**src/rtl/core/star_wildcard_matcher_top_defines.svh**
```systemverilog
// ----------------------------------------------------------------------------
// Star wildcard matcher assertion macros
// Shared concurrent assertion forms, clocked on i_clk, off during reset.
// ----------------------------------------------------------------------------
`ifndef STAR_WILDCARD_MATCHER_TOP_DEFINES_SVH
`define STAR_WILDCARD_MATCHER_TOP_DEFINES_SVH

// Same-cycle implication.
`define SWM_ASSERT_NOW(lbl, ante, cons) \
    lbl: assert property (@(posedge i_clk) disable iff (!i_rst_n) (ante) |-> (cons)) \
        else $error("swm assertion failed");

// Next-cycle implication.
`define SWM_ASSERT_NEXT(lbl, ante, cons) \
    lbl: assert property (@(posedge i_clk) disable iff (!i_rst_n) (ante) |=> (cons)) \
        else $error("swm assertion failed");

`endif

```
**src/rtl/core/swm_pkg.sv**
```systemverilog
// ----------------------------------------------------------------------------
// swm_pkg
// Types, constants and helpers shared by the star wildcard matcher.
// ----------------------------------------------------------------------------
`default_nettype none

package swm_pkg;

    localparam int PATTERN_MAX = 32;
    localparam int POS_N       = PATTERN_MAX + 1;
    localparam int POS_W       = $clog2(POS_N);
    localparam int LEN_W       = 6;
    localparam int IDX_W       = 5;
    localparam int BYTE_W      = 8;
    localparam int OP_W        = 2;
    localparam int CFG_IDX_W   = 1;

    localparam logic [BYTE_W-1:0] STAR_BYTE = 8'h2A;
    localparam logic [BYTE_W-1:0] UPPER_A   = 8'h41;
    localparam logic [BYTE_W-1:0] UPPER_Z   = 8'h5A;
    localparam logic [BYTE_W-1:0] CASE_OFS  = 8'h20;

    localparam logic [CFG_IDX_W-1:0] CFG_PATTERN_LENGTH = 1'b0;
    localparam logic [CFG_IDX_W-1:0] CFG_IGNORE_CASE    = 1'b1;

    typedef enum logic [OP_W-1:0] {
        OP_PAT_WR = 2'd0,
        OP_TEXT   = 2'd1,
        OP_END    = 2'd2
    } t_op;

    typedef struct packed {
        logic              we;
        logic [IDX_W-1:0]  idx;
        logic [BYTE_W-1:0] data;
    } t_pat_wr;

    typedef struct packed {
        logic text_en;
        logic end_en;
        logic last;
    } t_step_req;

    function automatic logic [BYTE_W-1:0] fold_byte(input logic [BYTE_W-1:0] b,
                                                    input logic ic);
        if (ic && (b inside {[UPPER_A:UPPER_Z]})) begin
            return b + CASE_OFS;
        end
        return b;
    endfunction

endpackage

`default_nettype wire

```
**src/rtl/core/swm_pattern_store.sv**
```systemverilog
// ----------------------------------------------------------------------------
// swm_pattern_store
// Pattern byte registers with per-position star flags and literal compares.
// ----------------------------------------------------------------------------
`default_nettype none

module swm_pattern_store (
    input  wire logic                             i_clk,
    input  wire swm_pkg::t_pat_wr                 i_wr,
    input  wire logic                             i_ignore_case,
    input  wire logic [swm_pkg::BYTE_W-1:0]       i_text_byte,
    output logic      [swm_pkg::PATTERN_MAX-1:0]  o_star,
    output logic      [swm_pkg::PATTERN_MAX-1:0]  o_hit
);

    logic [swm_pkg::BYTE_W-1:0] r_store [swm_pkg::PATTERN_MAX];
    logic [swm_pkg::BYTE_W-1:0] text_fold;

    assign text_fold = swm_pkg::fold_byte(i_text_byte, i_ignore_case);

    // each entry decodes its own write; indexes past the store never match
    for (genvar e = 0; e < swm_pkg::PATTERN_MAX; e++) begin : g_entry
        always_ff @(posedge i_clk) begin
            if (i_wr.we && (32'(i_wr.idx) == e)) begin
                r_store[e] <= i_wr.data;
            end
        end

        assign o_star[e] = (r_store[e] == swm_pkg::STAR_BYTE);
        assign o_hit[e]  = (swm_pkg::fold_byte(r_store[e], i_ignore_case) == text_fold);
    end

endmodule

`default_nettype wire

```
**src/rtl/core/swm_closure.sv**
```systemverilog
// ----------------------------------------------------------------------------
// swm_closure
// Star closure of a reached-position set as a parallel-prefix network.
// ----------------------------------------------------------------------------
`default_nettype none

module swm_closure (
    input  wire logic [swm_pkg::POS_N-1:0]       i_set,
    input  wire logic [swm_pkg::PATTERN_MAX-1:0] i_prop,
    output logic      [swm_pkg::POS_N-1:0]       o_set
);

    // c[i+1] = s[i+1] | (c[i] & prop[i]) is a carry chain; Kogge-Stone it
    logic [swm_pkg::POS_N-1:0] g;
    logic [swm_pkg::POS_N-1:0] p;
    logic [swm_pkg::POS_N-1:0] g_nx;
    logic [swm_pkg::POS_N-1:0] p_nx;

    always_comb begin
        g    = i_set;
        p    = {i_prop, 1'b0};
        g_nx = g;
        p_nx = p;
        for (int k = 0; k < swm_pkg::POS_W; k++) begin
            for (int i = 0; i < swm_pkg::POS_N; i++) begin
                if (i >= (1 << k)) begin
                    g_nx[i] = g[i] | (p[i] & g[i - (1 << k)]);
                    p_nx[i] = p[i] & p[i - (1 << k)];
                end else begin
                    g_nx[i] = g[i];
                    p_nx[i] = 1'b0;
                end
            end
            g = g_nx;
            p = p_nx;
        end
        o_set = g;
    end

endmodule

`default_nettype wire

```
**src/rtl/core/swm_step.sv**
```systemverilog
// ----------------------------------------------------------------------------
// swm_step
// Next reached-position set and match decision for one staged item.
// ----------------------------------------------------------------------------
`default_nettype none

module swm_step (
    input  wire swm_pkg::t_step_req               i_req,
    input  wire logic [swm_pkg::POS_N-1:0]        i_reached,
    input  wire logic [swm_pkg::POS_W-1:0]        i_len,
    input  wire logic [swm_pkg::PATTERN_MAX-1:0]  i_star,
    input  wire logic [swm_pkg::PATTERN_MAX-1:0]  i_hit,
    output logic      [swm_pkg::POS_N-1:0]        o_reached,
    output logic                                  o_matched
);

    logic [swm_pkg::PATTERN_MAX-1:0] en;
    logic [swm_pkg::PATTERN_MAX-1:0] prop;
    logic [swm_pkg::PATTERN_MAX-1:0] stay;
    logic [swm_pkg::PATTERN_MAX-1:0] adv;
    logic [swm_pkg::POS_N-1:0]       cur;
    logic [swm_pkg::POS_N-1:0]       nxt;
    logic [swm_pkg::POS_N-1:0]       nxt_closed;

    always_comb begin
        for (int i = 0; i < swm_pkg::PATTERN_MAX; i++) begin
            en[i] = (32'(i) < 32'(i_len));
        end
    end

    assign prop = i_star & en;

    swm_closure u_close_cur (
        .i_set  (i_reached),
        .i_prop (prop),
        .o_set  (cur)
    );

    // a star keeps its position, a matching literal moves one on
    assign stay = cur[swm_pkg::PATTERN_MAX-1:0] & prop;
    assign adv  = cur[swm_pkg::PATTERN_MAX-1:0] & en & ~i_star & i_hit;
    assign nxt  = {1'b0, stay} | {adv, 1'b0};

    swm_closure u_close_nxt (
        .i_set  (nxt),
        .i_prop (prop),
        .o_set  (nxt_closed)
    );

    always_comb begin
        o_matched = i_req.text_en ? nxt_closed[i_len] : cur[i_len];
        if (i_req.text_en && !i_req.last) begin
            o_reached = nxt;
        end else if (i_req.text_en || i_req.end_en) begin
            o_reached = swm_pkg::POS_N'(1);
        end else begin
            o_reached = i_reached;
        end
    end

endmodule

`default_nettype wire

```
**src/rtl/core/star_wildcard_matcher_top.sv**
```systemverilog
// ----------------------------------------------------------------------------
// star_wildcard_matcher_top
// Streaming '*'-only wildcard match of a text against a stored pattern.
// ----------------------------------------------------------------------------
// Takes one item per clock, except while a result item waits for the output
// register: a pattern byte write, a text byte, or an end of an empty text.
// An accepted item is held in the input register and is then applied
// combinationally to the reached-position vector; a result is loaded into the
// output register as its last text byte or end item leaves the input register.
// While a result waits on the output, items that give no result keep
// flowing; an item that gives a result waits in the input register until the
// output register frees. Pattern length saturates at PATTERN_MAX; ignore_case
// folds only A-Z. Configuration must be written only while the block is idle;
// the block itself does not enforce this.
// ----------------------------------------------------------------------------
`default_nettype none

`include "star_wildcard_matcher_top_defines.svh"

module star_wildcard_matcher_top (
    input  wire logic                              i_clk,
    input  wire logic                              i_rst_n,
    // configuration
    input  wire logic                              i_cfg_we,
    input  wire logic [swm_pkg::CFG_IDX_W-1:0]     i_cfg_index,
    input  wire logic [swm_pkg::LEN_W-1:0]         i_cfg_data,
    // input channel
    input  wire logic                              i_in_valid,
    output logic                                   o_in_ready,
    input  wire logic [swm_pkg::OP_W-1:0]          i_operation,
    input  wire logic [swm_pkg::IDX_W-1:0]         i_pattern_index,
    input  wire logic [swm_pkg::BYTE_W-1:0]        i_data_byte,
    input  wire logic                              i_last_byte,
    // output channel
    output logic                                   o_out_valid,
    input  wire logic                              i_out_ready,
    output logic                                   o_matched
);

    logic                              r_in_valid;
    logic [swm_pkg::OP_W-1:0]          r_op;
    logic [swm_pkg::IDX_W-1:0]         r_idx;
    logic [swm_pkg::BYTE_W-1:0]        r_byte;
    logic                              r_last;

    logic [swm_pkg::POS_N-1:0]         r_reached;
    logic [swm_pkg::POS_N-1:0]         n_reached;
    logic [swm_pkg::POS_W-1:0]         r_len;
    logic [swm_pkg::POS_W-1:0]         n_len;
    logic                              r_ic;
    logic                              n_ic;

    logic                              r_out_valid;
    logic                              r_matched;
    logic                              n_matched;

    swm_pkg::t_step_req                req;
    swm_pkg::t_pat_wr                  pat_wr;
    logic [swm_pkg::PATTERN_MAX-1:0]   star;
    logic [swm_pkg::PATTERN_MAX-1:0]   hit;
    logic                              produce;
    logic                              out_free;
    logic                              advance;
    logic                              in_xfer;

    // staged item decode
    assign req.text_en = r_in_valid && (r_op == swm_pkg::OP_TEXT);
    assign req.end_en  = r_in_valid && (r_op == swm_pkg::OP_END);
    assign req.last    = r_last;

    assign produce  = req.end_en || (req.text_en && r_last);
    assign out_free = !r_out_valid || i_out_ready;
    assign advance  = r_in_valid && (!produce || out_free);

    assign o_in_ready = !r_in_valid || advance;
    assign in_xfer    = i_in_valid && o_in_ready;

    assign pat_wr.we   = advance && (r_op == swm_pkg::OP_PAT_WR);
    assign pat_wr.idx  = r_idx;
    assign pat_wr.data = r_byte;

    swm_pattern_store u_store (
        .i_clk         (i_clk),
        .i_wr          (pat_wr),
        .i_ignore_case (r_ic),
        .i_text_byte   (r_byte),
        .o_star        (star),
        .o_hit         (hit)
    );

    swm_step u_step (
        .i_req     (req),
        .i_reached (r_reached),
        .i_len     (r_len),
        .i_star    (star),
        .i_hit     (hit),
        .o_reached (n_reached),
        .o_matched (n_matched)
    );

    // configuration writes
    always_comb begin
        n_len = r_len;
        n_ic  = r_ic;
        if (i_cfg_we) begin
            case (i_cfg_index)
                swm_pkg::CFG_PATTERN_LENGTH: begin
                    if (32'(i_cfg_data) > swm_pkg::PATTERN_MAX) begin
                        n_len = swm_pkg::POS_W'(swm_pkg::PATTERN_MAX);
                    end else begin
                        n_len = swm_pkg::POS_W'(i_cfg_data);
                    end
                end
                swm_pkg::CFG_IGNORE_CASE: begin
                    n_ic = i_cfg_data[0];
                end
                default: begin
                    n_len = r_len;
                    n_ic  = r_ic;
                end
            endcase
        end
    end

    always_ff @(posedge i_clk) begin
        if (!i_rst_n) begin
            r_in_valid  <= 1'b0;
            r_out_valid <= 1'b0;
            r_reached   <= swm_pkg::POS_N'(1);
            r_len       <= '0;
            r_ic        <= 1'b0;
        end else begin
            r_len <= n_len;
            r_ic  <= n_ic;
            if (o_in_ready) begin
                r_in_valid <= i_in_valid;
            end
            if (advance) begin
                r_reached <= n_reached;
            end
            if (advance && produce) begin
                r_out_valid <= 1'b1;
            end else if (i_out_ready) begin
                r_out_valid <= 1'b0;
            end
        end
    end

    always_ff @(posedge i_clk) begin
        if (in_xfer) begin
            r_op   <= i_operation;
            r_idx  <= i_pattern_index;
            r_byte <= i_data_byte;
            r_last <= i_last_byte;
        end
        if (advance && produce) begin
            r_matched <= n_matched;
        end
    end

    assign o_out_valid = r_out_valid;
    assign o_matched   = r_matched;

    `SWM_ASSERT_NEXT(a_result_loaded, advance && produce, r_out_valid)
    `SWM_ASSERT_NEXT(a_restart_after_result, advance && produce,
                     r_reached == swm_pkg::POS_N'(1))
    `SWM_ASSERT_NEXT(a_stage_holds, r_in_valid && !advance,
                     r_in_valid && $stable(r_byte) && $stable(r_op))
    `SWM_ASSERT_NOW(a_len_in_range, 1'b1, 32'(r_len) <= swm_pkg::PATTERN_MAX)

endmodule

`default_nettype wire
```
**config.mk**
```make
export PLATFORM = sky130hd
export DESIGN_NAME = star_wildcard_matcher_top
export DESIGN_NICKNAME = d
export VERILOG_FILES = /design/src/rtl/core/swm_pkg.sv /design/src/rtl/core/swm_pattern_store.sv /design/src/rtl/core/swm_closure.sv /design/src/rtl/core/swm_step.sv /design/src/rtl/core/star_wildcard_matcher_top.sv
export VERILOG_INCLUDE_DIRS = /design/src /design/src/rtl/core
export SDC_FILE = /design/constraint.sdc
export NUM_CORES = 1
export LEC_CHECK = 0
export ABC_AREA = 1
export ABC_CLOCK_PERIOD_IN_PS = 4750
export BUFFER_PORTS_ARGS = -buffer_cell sky130_fd_sc_hd__buf_2
export CORE_MARGIN = 2
export CORE_UTILIZATION = 45
export CTS_BUF_LIST = sky130_fd_sc_hd__clkbuf_4 sky130_fd_sc_hd__clkbuf_8
export DETAILED_ROUTE_END_ITERATION = 8
export PLACE_DENSITY = 0.68
export SLEW_MARGIN = 20
export SYNTH_ARGS = -nofsm -noshare
export SYNTH_HDL_FRONTEND = slang
export SYNTH_SLANG_ARGS = --single-unit
export TNS_END_PERCENT = 1
```
**constraint.sdc**
```tcl
create_clock -name i_clk -period 4.75 [get_ports i_clk]
set_input_delay 0.475 -clock i_clk [delete_from_list [all_inputs] [get_ports i_clk]]
set_output_delay 0.475 -clock i_clk [all_outputs]
set_load 0.05 [all_outputs]
```
* Word level (Yosys, flattened, before mapping) *
Memories as Yosys holds them, arrays and structs flattened.
Index checks and enable logic that the tools add are counted.

operators by class
  eq/ne operators = 97
  add/subtract/negate cells = 33
  magnitude comparators = 100
  muxes and demuxes = 266
  bitwise logic cells = 651
  reductions and logical operators = 153

operators by type and width
  operator                                                               number
  8-bit two-way mux                                                      97
  1-bit AND                                                              373
  1-bit bitwise OR                                                       270
  8-bit by 6-bit adder with 8-bit output, second input constant          33
  8-bit by 7-bit >= comparator with 1-bit output, second input constant  33
  8-bit by 7-bit <= comparator with 1-bit output, second input constant  33
  8-bit by 6-bit == test with 1-bit output, second input constant        32
  8-bit == test                                                          32
  8-bit OR reduction                                                     31
  32-bit AND                                                             5
  5-bit two-way mux                                                      31
  1-bit two-way mux                                                      133
  1-bit logical AND                                                      106
  5-bit by 6-bit < comparator with 1-bit output, first input constant    16
  5-bit == test, second input constant                                   16
  33-bit two-way mux                                                     2
  4-bit by 6-bit < comparator with 1-bit output, first input constant    8
  5-bit by 4-bit == test with 1-bit output, second input constant        8
  32-bit by 33-bit bitwise OR with 33-bit output                         1
  32-bit NOT                                                             1
  3-bit by 6-bit < comparator with 1-bit output, first input constant    4
  5-bit by 3-bit == test with 1-bit output, second input constant        4
  1-bit binary-select mux with 6-bit select                              2
  1-bit by 6-bit < comparator with 1-bit output, first input constant    2
  15 further kinds                                                       27

word-level totals
  output and inout bits = 3
  word-level logic and storage cells = 1311
  bits in writable memories = 256
  memories kept = 1
  bits of input ports = 28
  register bits = 59

memories
  memory           depth  width  rd ports  clocked after Yosys merged registers in  write ports  line                     RTL
  u_store.r_store  32     8      32        0                                        1            swm_pattern_store.sv:16  logic [swm_pkg::BYTE_W-1:0] r_store [swm_pkg::PATTERN_MAX];

* Logic depth before layout (Yosys ltp) *
Gate-level depths: netlist of run 1.

  depth in word-level cells = 43
  depth in mapped cells = 32
  gate-level depth less buffers = 32

* Modules after synthesis *
A second synthesis of run 1 with hierarchy kept.

unflattened totals
  cell total of the unflattened synthesis = 3443
  area total of the unflattened synthesis = 23307.4 um2

by module, submodules not included
  module                     sequential area each (um2)  area an instance (um2)  times used  cells an instance
  swm_pattern_store          7687.4                      15693.8                 1           1971
  swm_closure                0.0                         1478.9                  2           339
  star_wildcard_matcher_top  1351.3                      2406.1                  1           289
  swm_step                   0.0                         2249.7                  1           505

* Worst setup path before layout of run 1 *
Ideal clock, no wire load.

  path type = flip-flop to flip-flop
  start point = reg r_byte[2] in the netlist's numbering
  end point = reg r_matched, in the netlist o_matched (data pin)
  cell stages (with the launch flop) = 26
  required time = 4.494 ns
  buffers on the path = 3
  data arrival time = 3.085 ns
  clock period less this slack = 3.342 ns
  path slack = 1.408 ns
  setup time = 0.256 ns
  path through = edfxtp_1 -> buf_2 -> inv_1 -> nand2_1 -> nand2_1 -> nand3_1 -> nand2_1 -> inv_1 -> buf_2 -> buf_2 -> o21ai_0 -> o211ai_1 -> nor2_1 -> nand2_1 -> nand2_1 -> nand2_1 -> nand2_1 -> a21oi_1 -> o21a_1 -> nand3_1 -> nand2_1 -> nand3_1 -> nand2_1 -> nand3_1 -> nand2_1 -> a21oi_1

on the way
  word-level cells in the longest chain between the ends = 22
  elaborated cells between the ends (all ways) = 309
  those cells by class = 1 x add/sub; 2 x order compare; 32 x eq/ne; 6 x mux; 266 x bitwise; 2 x reduce/logical

ends and longest elaborated chain
  element                                                                                                           line                              RTL
  from (decl)                                                                                                       star_wildcard_matcher_top.sv:43   logic [swm_pkg::BYTE_W-1:0] r_byte;
  from (signal assigned)                                                                                            star_wildcard_matcher_top.sv:153  r_byte <= i_data_byte;
  8-bit by 7-bit >= comparator with 1-bit output or 8-bit by 7-bit <= comparator with 1-bit output (tied branches)  swm_pkg.sv:46                     if (ic && (b inside {[UPPER_A:UPPER_Z]})) begin
  1-bit logical AND (2 in series)                                                                                   swm_pkg.sv:46
  1-bit two-way mux                                                                                                 swm_pkg.sv:46
  8-bit two-way mux *                                                                                               swm_pkg.sv:49                     return b;
  8-bit == test                                                                                                     swm_pattern_store.sv:30           assign o_hit[e] = (swm_pkg::fold_byte(r_store[e], i_ignore_case) == text_fold);
  32-bit AND *                                                                                                      swm_step.sv:41                    assign adv = cur[swm_pkg::PATTERN_MAX-1:0] & en & ~i_star & i_hit;
  32-bit by 33-bit bitwise OR with 33-bit output *                                                                  swm_step.sv:42                    assign nxt = {1'b0, stay} | {adv, 1'b0};
  1-bit AND                                                                                                         swm_closure.sv:27                 g_nx[i] = g[i] | (p[i] & g[i - (1 << k)]);
  (+5 left out)                                                                                                     n/a
  1-bit AND                                                                                                         swm_closure.sv:27
  1-bit bitwise OR                                                                                                  swm_closure.sv:27
  1-bit AND                                                                                                         swm_closure.sv:27
  1-bit bitwise OR (2 in series)                                                                                    swm_closure.sv:27
  1-bit binary-select mux with 6-bit select *                                                                       swm_step.sv:51                    o_matched = i_req.text_en ? nxt_closed[i_len] : cur[i_len];
  1-bit two-way mux (implied by the code) *                                                                         swm_step.sv:51
  1-bit two-way mux *                                                                                               swm_step.sv:51
  via n_matched                                                                                                     star_wildcard_matcher_top.sv:55   logic n_matched;
  to (signal assigned)                                                                                              star_wildcard_matcher_top.sv:157  r_matched <= n_matched;
  to (decl)                                                                                                         star_wildcard_matcher_top.sv:54   logic r_matched;

The timed path passes the listed nets; every way through them passes the cells marked *. The select of a mux whose other input is x is not followed.
A chain may end at the register's enable or synchronous reset.

* Worst setup path after layout of run 1 *
  start point = reg r_len[1] in the netlist's numbering
  end point = reg r_matched, in the netlist o_matched (data pin)

on the way
  word-level cells in the longest chain between the ends = 28
  elaborated cells between the ends (all ways) = 686
  those cells by class = 32 x order compare; 5 x mux; 649 x bitwise

ends and longest elaborated chain
  element                                        line                              RTL
  from (decl)                                    star_wildcard_matcher_top.sv:48   logic [swm_pkg::POS_W-1:0] r_len;
  from (signal assigned)                         star_wildcard_matcher_top.sv:133  r_len <= n_len;
  1-bit by 6-bit < comparator with 1-bit output  swm_step.sv:27                    en[i] = (32'(i) < 32'(i_len));
  32-bit AND                                     swm_step.sv:31                    assign prop = i_star & en;
  1-bit AND                                      swm_closure.sv:27
  1-bit bitwise OR                               swm_closure.sv:27
  1-bit AND                                      swm_closure.sv:27
  1-bit bitwise OR                               swm_closure.sv:27
  1-bit AND                                      swm_closure.sv:27
  1-bit bitwise OR                               swm_closure.sv:27
  (+11 left out)                                 n/a
  1-bit AND                                      swm_closure.sv:27
  1-bit bitwise OR                               swm_closure.sv:27
  1-bit AND                                      swm_closure.sv:27
  1-bit bitwise OR (3 in series)                 swm_closure.sv:27
  1-bit binary-select mux with 6-bit select      swm_step.sv:51
  1-bit two-way mux (implied by the code)        swm_step.sv:51
  1-bit two-way mux *                            swm_step.sv:51
  via n_matched                                  star_wildcard_matcher_top.sv:55

Marks and branches as above.

==> out/results.tsv, run 1 <==
metric	value	unit
status	completed	
routedWlPerCell	19.00	um
io_pins	31	
maxSlewHeadroom	0.2396	
ys_seq_elements	315	
p_sw	1.572	mW
maxClockFrequency	227.3	MHz
start_util	0.4553	
p_seq_frac	0.502	
crit_type	reg -> reg	
post-cts-setup-buffer-count	0	
fin_ws	0.3501	ns
p_per_area	240.3	mW/mm^2
clk_pin_slew	0.07	ns
fin_nets	3512	
vias	22290	
power_leakage	10.99	nW
fin_area	0.02523	mm^2
layout-drive-gt1-share	0.06989	
grt_pass1_vias	21100	
drtIter0Drc	2190	
place.gp.congestion	1.072	
clock-sinks	315	
clockPowerShare	0.411	
avgSynthCellArea	6.799	um^2
switching_share	0.2592	
dieArea	0.05258	mm^2
final.setup.tns	0	ns
end_kind	flop	
cpLargestDelayFamily	simple AND/OR/NAND/NOR gates	
crit_top_cell	a21oi_1	
syn_area	0.02284	mm^2
met1_usage	0.3970	
vias_per_cell	5.353	
slowest_stage	a21oi_1	
route.detailed.drc	0	
synth_nets	3421	
die_h	229.3	um
place_area	0.02399	mm^2
numCtsBuffers	54	
internal_power	4.492	mW
drv_cap	0	
clk_latency	0.67	ns
worst-path-buf-inv	2	
min_path_type	in -> reg	
async_reset_ff_frac	0	
fin_skew	0.03752	ns
postSynthCellCount	3360	
final_max_slew_viol_count	0	
ant_nets	0	
rsz0062_at_grt	no	
h-tree-depth	2	
globalRouteTotalUtil	0.2998	
pwr-share-comb	0.087	
cp-start-kind	flop	
grt_busiest_layer	met2	
grt_use_met2	0.4848	
worstMarginPinSlew	1.136	ns
cts_tree	yes	
setup_violations	0	
fin_util	0.5029	
antenna_found_initial	1	
clockBufferDepth	3	
chipWidth	229.3	um
grt.met3_usage	0.04793	
grt_pass1_wl	120700	um
grt_max_degree	41	
dp_slack	0.3791	ns
ir_drop	0.2682	mV
ys.flop_type	edfxtp_1	
portBuffers	30	
path_cells	nand2_2, inv_1, buf_4, a21oi_1, nor2_1, nand2_1, nor2_1, a21oi_1, nand3_1, a21oi_1, nor4_1, nor2_1, o21ai_0, a21oi_1, nand3b_1, nand2_1, nand2_1, nor2_1, a21oi_1	
hold_viol_final	0	
syn2layout_area_growth	10.45	%
rows	82	
ys_warn_count	0	
synth.distinct_cells	48	
wirelength	79110	um
critPathMaxFanout	13	
cp.arrival	4.81	ns
ctsRootBufferMaster	clkbuf_8	
period_minus_slack	4.400	ns
cp.required	5.16	ns
fin_hold_ws	0.1056	ns
synth_edf_count	273	
slowest_delay	0.50	ns
fin_crit_sh	0.9263	
grt-ovfl-total	0	
fp.coreArea	0.05017	mm^2
dp_hpwl	59510	um
yosysSeqAreaShare	0.3957	
dr.pass1.iters	6	
[worst min-delay path, stage by stage]
cell	delay [ns]
buf_2	0.10
a22oi_1	0.06
nor2_1	0.09
[timing repair]
action | in CTS | in global routing
hold buffers | 16 | 0
endpoints found under the hold margin | 16 | 0
setup endpoints to repair | 0 | 1
resized for setup | 0 | 1
[layer usage]
layer / part of all wire / vias up
met3: 0.078 / 211
met2: 0.45 / 909
li1: - / 10960
met1: 0.43 / 10210
met5: 0 / -
met4: 0.045 / 0
[worst paths after layout]
path	startpoint	endpoint	slack [ns]	cells after the start
worst max-delay path	r_len[1]	o_matched	0.35	19
worst min-delay path	i_cfg_data[3]	r_len[3]	0.11	3
worst max register to register	r_len[1]	o_matched	0.35	19
worst min register to register	r_reached[23]	r_reached[23]	0.47	2
[cell usage in the layout, fill, tap and decap left out, types with 30 or more instances in the layout]
master / instances
dfxtp_1: 42
nor3_1: 59
edfxtp_1: 273
o21ai_0: 43
clkbuf_8: 61
inv_1: 448
nor2_1: 409
a21oi_1: 116
nand3b_1: 31
buf_4: 50
nand2_1: 1195
buf_2: 30
xnor2_1: 96
xor2_1: 37
nand3_1: 306
ha_1: 33
nand4_1: 50
[through the flow]
stage	power (mW)	instances
after global routing	6.248	4164
after global placement	3.605	4051
after floorplan	3.389	3360
final	6.064	4164
after detailed placement	3.608	4051
after CTS	6.097	4163
[cell type report]
cell class / instances / area, um^2
Antenna cell: 1 / 2.502
Clock buffer: 74 / 937.1
Clock inverter: 22 / 133.9
Fill cell: 5089 / 24940
Inverter: 465 / 1745
Multi-Input combinational cell: 2516 / 11790
Sequential cell: 315 / 9039
Tap cell: 672 / 840.8
Timing Repair Buffer: 99 / 745.7
[synthesized netlist by cell type, types with 3 or more instances]
cell type  count  share of area
buf_4          3        0.00099
nand4_1       50          0.014
o22ai_1       15         0.0041
o21bai_1       5         0.0016
dfxtp_1       42          0.037
buf_1          5        0.00082
xnor2_1       96          0.037
o2111ai_1      3         0.0012
a211oi_1       4         0.0013
a221oi_1       7         0.0027
nor3b_1        3        0.00099
o211ai_1       6         0.0020
edfxtp_1     273           0.36
ha_1          33          0.018
nand3_2        6         0.0026
or2_2          8         0.0022
o21ai_0       43         0.0094
a31oi_1        4         0.0011
clkbuf_1      24         0.0039
a22o_1         4         0.0015
nor3_1        59          0.013
nor2_2        24         0.0066
nor2_1       411          0.068
nand2_2       10         0.0027
nor4_1        10         0.0027
xor2_1        37          0.014
nand3b_1      31          0.010
inv_2         15         0.0025
a21boi_1       3        0.00099
o21ai_2        4         0.0015
inv_1        448          0.074
buf_2         30         0.0066
a21oi_1      116          0.025
o21ai_1        8         0.0018
nand3_1      306          0.067
nand2_1     1196           0.20
[flip-flops by register name (all words and copies together) (netlist names), 2 cells and up]
| register | cells |
|---|---|
| u_store.r_store | 256 |
| r_idx | 5 |
| r_op | 2 |
| r_reached | 33 |
| r_byte | 8 |
| r_len | 6 |
[logic make-up (layout without fill, tap and decap cells)]
family | Yosys count | after routing | synth area share
fa+ha+maj | 33 | 33 | 0.01808
compound gates | 232 | 232 | 0.05806
xor+xnor | 133 | 133 | 0.05099
other cells | 0 | 1 | 0
buf+inv | 529 | 660 | 0.08972
flops | 315 | 315 | 0.3957
simple gates | 2118 | 2118 | 0.3875
[power groups by stage]
stage / clock [mW] / sequential [mW] / combinational [mW]
finish: 2.49 / 3.04 / 0.530
global route: 2.64 / 3.04 / 0.563
CTS: 2.54 / 3.04 / 0.521
detailed placement: 0 / 3.10 / 0.509
global placement: 0 / 3.10 / 0.507
floorplan: 0 / 3.11 / 0.283
Note: power is estimated with default switching activity, not from simulation.
==> run 2: changes to the inputs <==
GPL_TIMING_DRIVEN = 0   (was not set)
==> out/results.tsv, run 2 (same netlist as run 1, synthesis figures left out) <==
metric	value	unit	change
layout-drive-gt1-share	0.07760		+0.007704
rsz0062_at_grt	no		
fin_skew	0.04158	ns	+0.004060 ns
clockBufferDepth	3		unchanged
end_kind	flop		
p_per_area	240.9	mW/mm^2	+0.22%
path_cells	buf_2, nand2_2, inv_1, o21ai_0, nor2_2, nand2_1, nor2_2, nand2_1, nor2_1, nand2_1, nand3_2, a21oi_1, nor4_1, nor2_1, o21ai_0, a21oi_1, nand3b_1, nand2_1, nand2_1, nor2_1, a21oi_1		
crit_type	reg -> reg		
hold_viol_final	0		unchanged
maxSlewHeadroom	0.2320		-0.007608
power_leakage	11.13	nW	+1.3%
syn2layout_area_growth	11.95	%	
clk_pin_slew	0.07	ns	about the same
route.detailed.drc	0		unchanged
cts_tree	yes		
critPathMaxFanout	9		-4
final_max_slew_viol_count	0		unchanged
p_seq_frac	0.493		-0.009
grt_max_degree	17		-59%
cp.required	5.22	ns	+0.06 ns
ant_nets	0		unchanged
setup_violations	0		unchanged
slowest_delay	0.69	ns	+0.19 ns
min_path_type	in -> reg		
final_cell_mix	nand2_1, inv_1, nor2_1, nand3_1, edfxtp_1		
period_minus_slack	4.637	ns	+0.2373 ns
drtIter0Drc	2469		+13%
portBuffers	30		unchanged
n_fill_cell	5047		-0.83%
globalRouteTotalUtil	0.3142		+0.01438
rows	82		unchanged
start_util	0.4553		unchanged
largest_register	u_store.r_store		
dieArea	0.05258	mm^2	unchanged
die_h	229.3	um	unchanged
layout_commonest_cell	nand2_1		
clk_latency	0.68	ns	about the same
numCtsBuffers	53		-1.9%
grt-ovfl-total	0		unchanged
slowest_stage	nor4_1		
antenna_found_initial	3		+2
status	completed		
dp_slack	-0.8013	ns	-1.180 ns
vias_per_cell	5.388		+0.66%
p_sw	1.613	mW	+2.6%
drv_cap	0		unchanged
vias	22660		+1.6%
place.gp.congestion	1.013		-5.5%
internal_power	4.547	mW	+1.2%
ctsRootBufferMaster	clkbuf_8		
maxClockFrequency	215.6	MHz	-5.1%
h-tree-depth	2		unchanged
fin_area	0.02557	mm^2	+1.4%
worstMarginPinSlew	1.148	ns	+0.01137 ns
crit_top_cell	nand2_1		
dp_hpwl	64710	um	+8.7%
grt_pass1_wl	123700	um	+2.5%
cp.arrival	5.11	ns	+0.30 ns
place_area	0.02415	mm^2	+0.68%
pwr-share-comb	0.096		+0.009
routedWlPerCell	19.79	um	+4.2%
io_pins	31		unchanged
dr.pass1.iters	6		unchanged
fin_ws	0.1128	ns	-0.2373 ns
clock-sinks	315		unchanged
fp.coreArea	0.05017	mm^2	unchanged
final.setup.tns	0	ns	unchanged
wirelength	83210	um	+5.2%
ir_drop	0.2628	mV	-2.0%
reg_top3	u_store.r_store: 256 flops, r_reached: 33 flops, r_byte: 8 flops		
chipWidth	229.3	um	unchanged
largest_reg_flops	256		unchanged
grt_pass1_vias	20730		-1.7%
switching_share	0.2618		+0.002544
fin_crit_sh	0.9763		+0.04996
fin_nets	3550		+1.1%
worst-path-buf-inv	2		unchanged
cp-start-kind	flop		
clockPowerShare	0.411		about the same
cpLargestDelayFamily	simple AND/OR/NAND/NOR gates		
-- run 2: cell count changes in the layout (fill, tap and decap cells not counted), sizes merged --
cell,previous run,this run
clkinvlp,3,1
clkinv,19,25
buf,83,91
diode,1,2
clkbuf,74,99
bufinv,1,3
clkdlybuf4s15,0,1
-- run 2: worst reg2reg max path, delay by kind of cell, from the launching register on --
kind                   cells  cell delay, ns
AND/OR/NAND/NOR           14            2.47
flip-flops                 1            0.30
AO/OA/AOI/OAI              5            1.01
buffers and inverters      2            0.68
-- run 2: final cells by class --
class | count | area (um^2) | share of cell area
Multi-Input combinational cell | 2516 | 11820 | 0.4622
Clock inverter | 28 | 224.0 | 0.008758
Inverter | 465 | 1749 | 0.06840
Timing Repair Buffer | 75 | 688.2 | 0.02691
Antenna cell | 2 | 5.005 | 0.0001957
Sequential cell | 315 | 9039 | 0.3534
Tap cell | 672 | 840.8 | 0.03288
Buffer | 63 | 346.6 | 0.01355
Clock buffer | 69 | 862.1 | 0.03371
-- run 2: power by group through the flow --
stage / clock network (mW) / registers (mW) / logic, mW
after global placement: 0 / 3.15 / 0.465
after CTS: 2.55 / 3.04 / 0.567
after global routing: 2.66 / 3.04 / 0.623
after floorplan: 0 / 3.11 / 0.283
final: 2.53 / 3.04 / 0.593
after detailed placement: 0 / 3.11 / 0.541
-- run 2: what timing repair did --
item | CTS | global route
hold buffers | 16 | 0
resized for setup | 13 | 31
buffers inserted | 5 | 5
hold endpoints to repair | 16 | 0
endpoints found under the setup margin | 1 | 1
pin swaps | 0 | 1
-- run 2: worst paths after layout --
kind                                    start             to  slack [ns]  cells after the start
worst max-delay path                 r_len[0]      o_matched        0.11                     21
worst min-delay path                  i_rst_n   r_reached[0]        0.12                      2
worst max register to register       r_len[0]      o_matched        0.11                     21
worst min register to register  r_reached[28]  r_reached[28]        0.46                      2
-- run 2: stage by stage --
stage / util / instances / hold slack [ns] / power, mW
4_1_cts: 0.5076 / 4199 / 0.09257 / 6.156
5_1_grt: 0.5097 / 4204 / 0.1130 / 6.316
3_5_place_dp: 0.4814 / 4081 / 0.4555 / 3.648
3_3_place_gp: 0.4751 / 4062 / 0.4544 / 3.618
2_1_floorplan: - / 3360 / 0.4445 / 3.389
6_report: 0.5097 / 4205 / 0.1223 / 6.160
-- run 2: layer usage --
metal / vias up / track usage / part of all wire
li1: 11070 / - / -
met1: 10340 / 0.4232 / 0.42
met2: 1058 / 0.4956 / 0.44
met3: 189 / 0.06511 / 0.11
met4: 0 / 0.1234 / 0.039
met5: - / 0 / 0
==> run 3: changes to the inputs <==
--- a/config.mk
+++ b/config.mk
@@ -15,3 +15,2 @@
 export DETAILED_ROUTE_END_ITERATION = 8
-export GPL_TIMING_DRIVEN = 0
 export PLACE_DENSITY = 0.68
==> constraint.sdc (replaced) <==
create_clock -name i_clk -period 4.75 [get_ports i_clk]
set_input_delay 0.2375 -clock i_clk [delete_from_list [all_inputs] [get_ports i_clk]]
set_output_delay 0.2375 -clock i_clk [all_outputs]
set_load 0.05 [all_outputs]
==> out/results.tsv, run 3 (same netlist as run 1, synthesis figures left out) <==
metric	value	unit	change
cp.arrival	4.95	ns	-0.16 ns
post-cts-setup-buffer-count	0		-5
vias	22370		-1.3%
slowest_stage	dfxtp_1		
antenna_found_initial	1		-2
route.detailed.drc	0		unchanged
n_fill_cell	5080		+0.65%
drtIter0Drc	2223		-10%
rsz0062_at_grt	no		
power	6.074	mW	-1.4%
globalRouteTotalUtil	0.3003		-0.01392
drv_cap	0		unchanged
clk_latency	0.67	ns	about the same
final_cell_mix	nand2_1, inv_1, nor2_1, nand3_1, edfxtp_1		
grt-ovfl-total	0		unchanged
numCtsBuffers	54		+1.9%
setup_violations	0		unchanged
grt_pass1_wl	120900	um	-2.3%
grt_max_degree	41		+24
cp.required	5.26	ns	+0.04 ns
power_leakage	11.04	nW	-0.86%
clockBufferDepth	3		unchanged
maxSlewHeadroom	0.2330		+0.0009920
critPathMaxFanout	13		+4
final_max_slew_viol_count	0		unchanged
fin_skew	0.03739	ns	-0.004191 ns
largest_register	u_store.r_store		
rows	82		unchanged
worst-path-buf-inv	2		unchanged
hold_viol_final	0		unchanged
chipWidth	229.3	um	unchanged
maxClockFrequency	225.4	MHz	+4.5%
ant_nets	0		unchanged
cpLargestDelayFamily	simple AND/OR/NAND/NOR gates		
cp-start-kind	flop		
period_minus_slack	4.436	ns	-0.2015 ns
layout_commonest_cell	nand2_1		
clock-sinks	315		unchanged
dp_slack	0.3791	ns	+1.180 ns
worstMarginPinSlew	1.146	ns	-0.001483 ns
portBuffers	30		unchanged
layout-drive-gt1-share	0.06963		-0.007964
fin_ws	0.3143	ns	+0.2015 ns
status	completed		
die_h	229.3	um	unchanged
syn2layout_area_growth	11.01	%	
final.setup.tns	0	ns	unchanged
crit_top_cell	nand2_1		
fp.coreArea	0.05017	mm^2	unchanged
routedWlPerCell	18.95	um	-4.2%
wirelength	79170	um	-4.9%
place.gp.congestion	1.072		+5.9%
min_path_type	in -> reg		
end_kind	flop		
dr.pass1.iters	6		unchanged
fin_nets	3525		-0.70%
vias_per_cell	5.354		-0.63%
h-tree-depth	2		unchanged
dieArea	0.05258	mm^2	unchanged
grt_pass1_vias	21180		+2.2%
reg_top3	u_store.r_store: 256 flops, r_reached: 33 flops, r_byte: 8 flops		
cts_tree	yes		
ctsRootBufferMaster	clkbuf_8		
slowest_delay	0.61	ns	-0.08 ns
clk_pin_slew	0.06	ns	about the same
ir_drop	0.2690	mV	+2.4%
start_util	0.4553		unchanged
p_per_area	239.5	mW/mm^2	-0.56%
dp_hpwl	59510	um	-8.0%
fin_crit_sh	0.9338		-0.04242
io_pins	31		unchanged
place_area	0.02399	mm^2	-0.68%
fin_area	0.02536	mm^2	-0.84%
largest_reg_flops	256		unchanged
crit_type	reg -> reg		
[run 3: cell types whose count changed in the layout (fill, tap and decap cells not counted), sizes merged]
| cell | change |
|---|---|
| dlygate4sd3 | +13 |
| bufinv | -2 |
| buf | -8 |
| clkdlybuf4s15 | -1 |
| clkinv | -6 |
| clkinvlp | +2 |
| diode | -1 |
| clkbuf | -25 |
[run 3: area by class of cell]
| class | count | area [um^2] | area share |
|---|---|---|---|
| antenna | 1 | 2.502 | 0.00009868 |
| clock buffer | 74 | 937.1 | 0.03695 |
| clock inverter | 22 | 133.9 | 0.005279 |
| inverter | 465 | 1745 | 0.06883 |
| multi-input combinational | 2516 | 11790 | 0.4647 |
| sequential | 315 | 9039 | 0.3564 |
| tap | 672 | 840.8 | 0.03316 |
| timing repair buffer | 112 | 875.8 | 0.03454 |
[run 3: tightest hold or removal path, stage by stage]
cell and delay (ns):
buf_2 0.10, a21oi_1 0.13, a211oi_1 0.19
[run 3: path summary, 6_finish.rpt]
| kind | startpoint | end | slack (ns) | depth (start not counted) |
|---|---|---|---|---|
| worst max-delay path | r_len[1] | o_matched | 0.31 | 25 |
| worst min-delay path | i_cfg_data[0] | r_len[0] | 0.06 | 3 |
| worst max register to register | r_len[1] | o_matched | 0.31 | 25 |
| worst min register to register | r_reached[19] | r_reached[19] | 0.47 | 2 |
[run 3: through the flow]
stage | std cells | hold slack, ns | util
after floorplan | 3360 | 0.3217 | -
after global placement | 4051 | 0.4137 | 0.4781
after detailed placement | 4051 | 0.4160 | 0.4781
after CTS | 4176 | 0.001070 | 0.5053
after global routing | 4177 | 0.04576 | 0.5055
final | 4177 | 0.05625 | 0.5055
[run 3: report_power, final]
group          internal (mW)  total (mW)  switching (mW)  leakage (nW)
registers               3.02        3.04          0.0216          2.81
clock network           1.33        2.49            1.17         0.561
logic                  0.151       0.538           0.387          7.67
total                   4.50        6.07            1.58          11.0
[run 3: repair_timing]
| action | 4_1_cts | 5_1_grt |
|---|---|---|
| gates resized for setup | 0 | 1 |
| endpoints found under the setup margin | 0 | 1 |
| hold endpoints to repair | 24 | 0 |
| hold buffers | 29 | 0 |
[run 3: metal layers]
| layer | track usage | vias up | wire length, um |
|---|---|---|---|
| met5 | 0 | - | 0 |
| met4 | 0.1333 | 0 | 3692 |
| met3 | 0.04793 | 219 | 6420 |
| li1 | - | 10990 | - |
| met1 | 0.3973 | 10220 | 33780 |
| met2 | 0.4856 | 935 | 35280 |
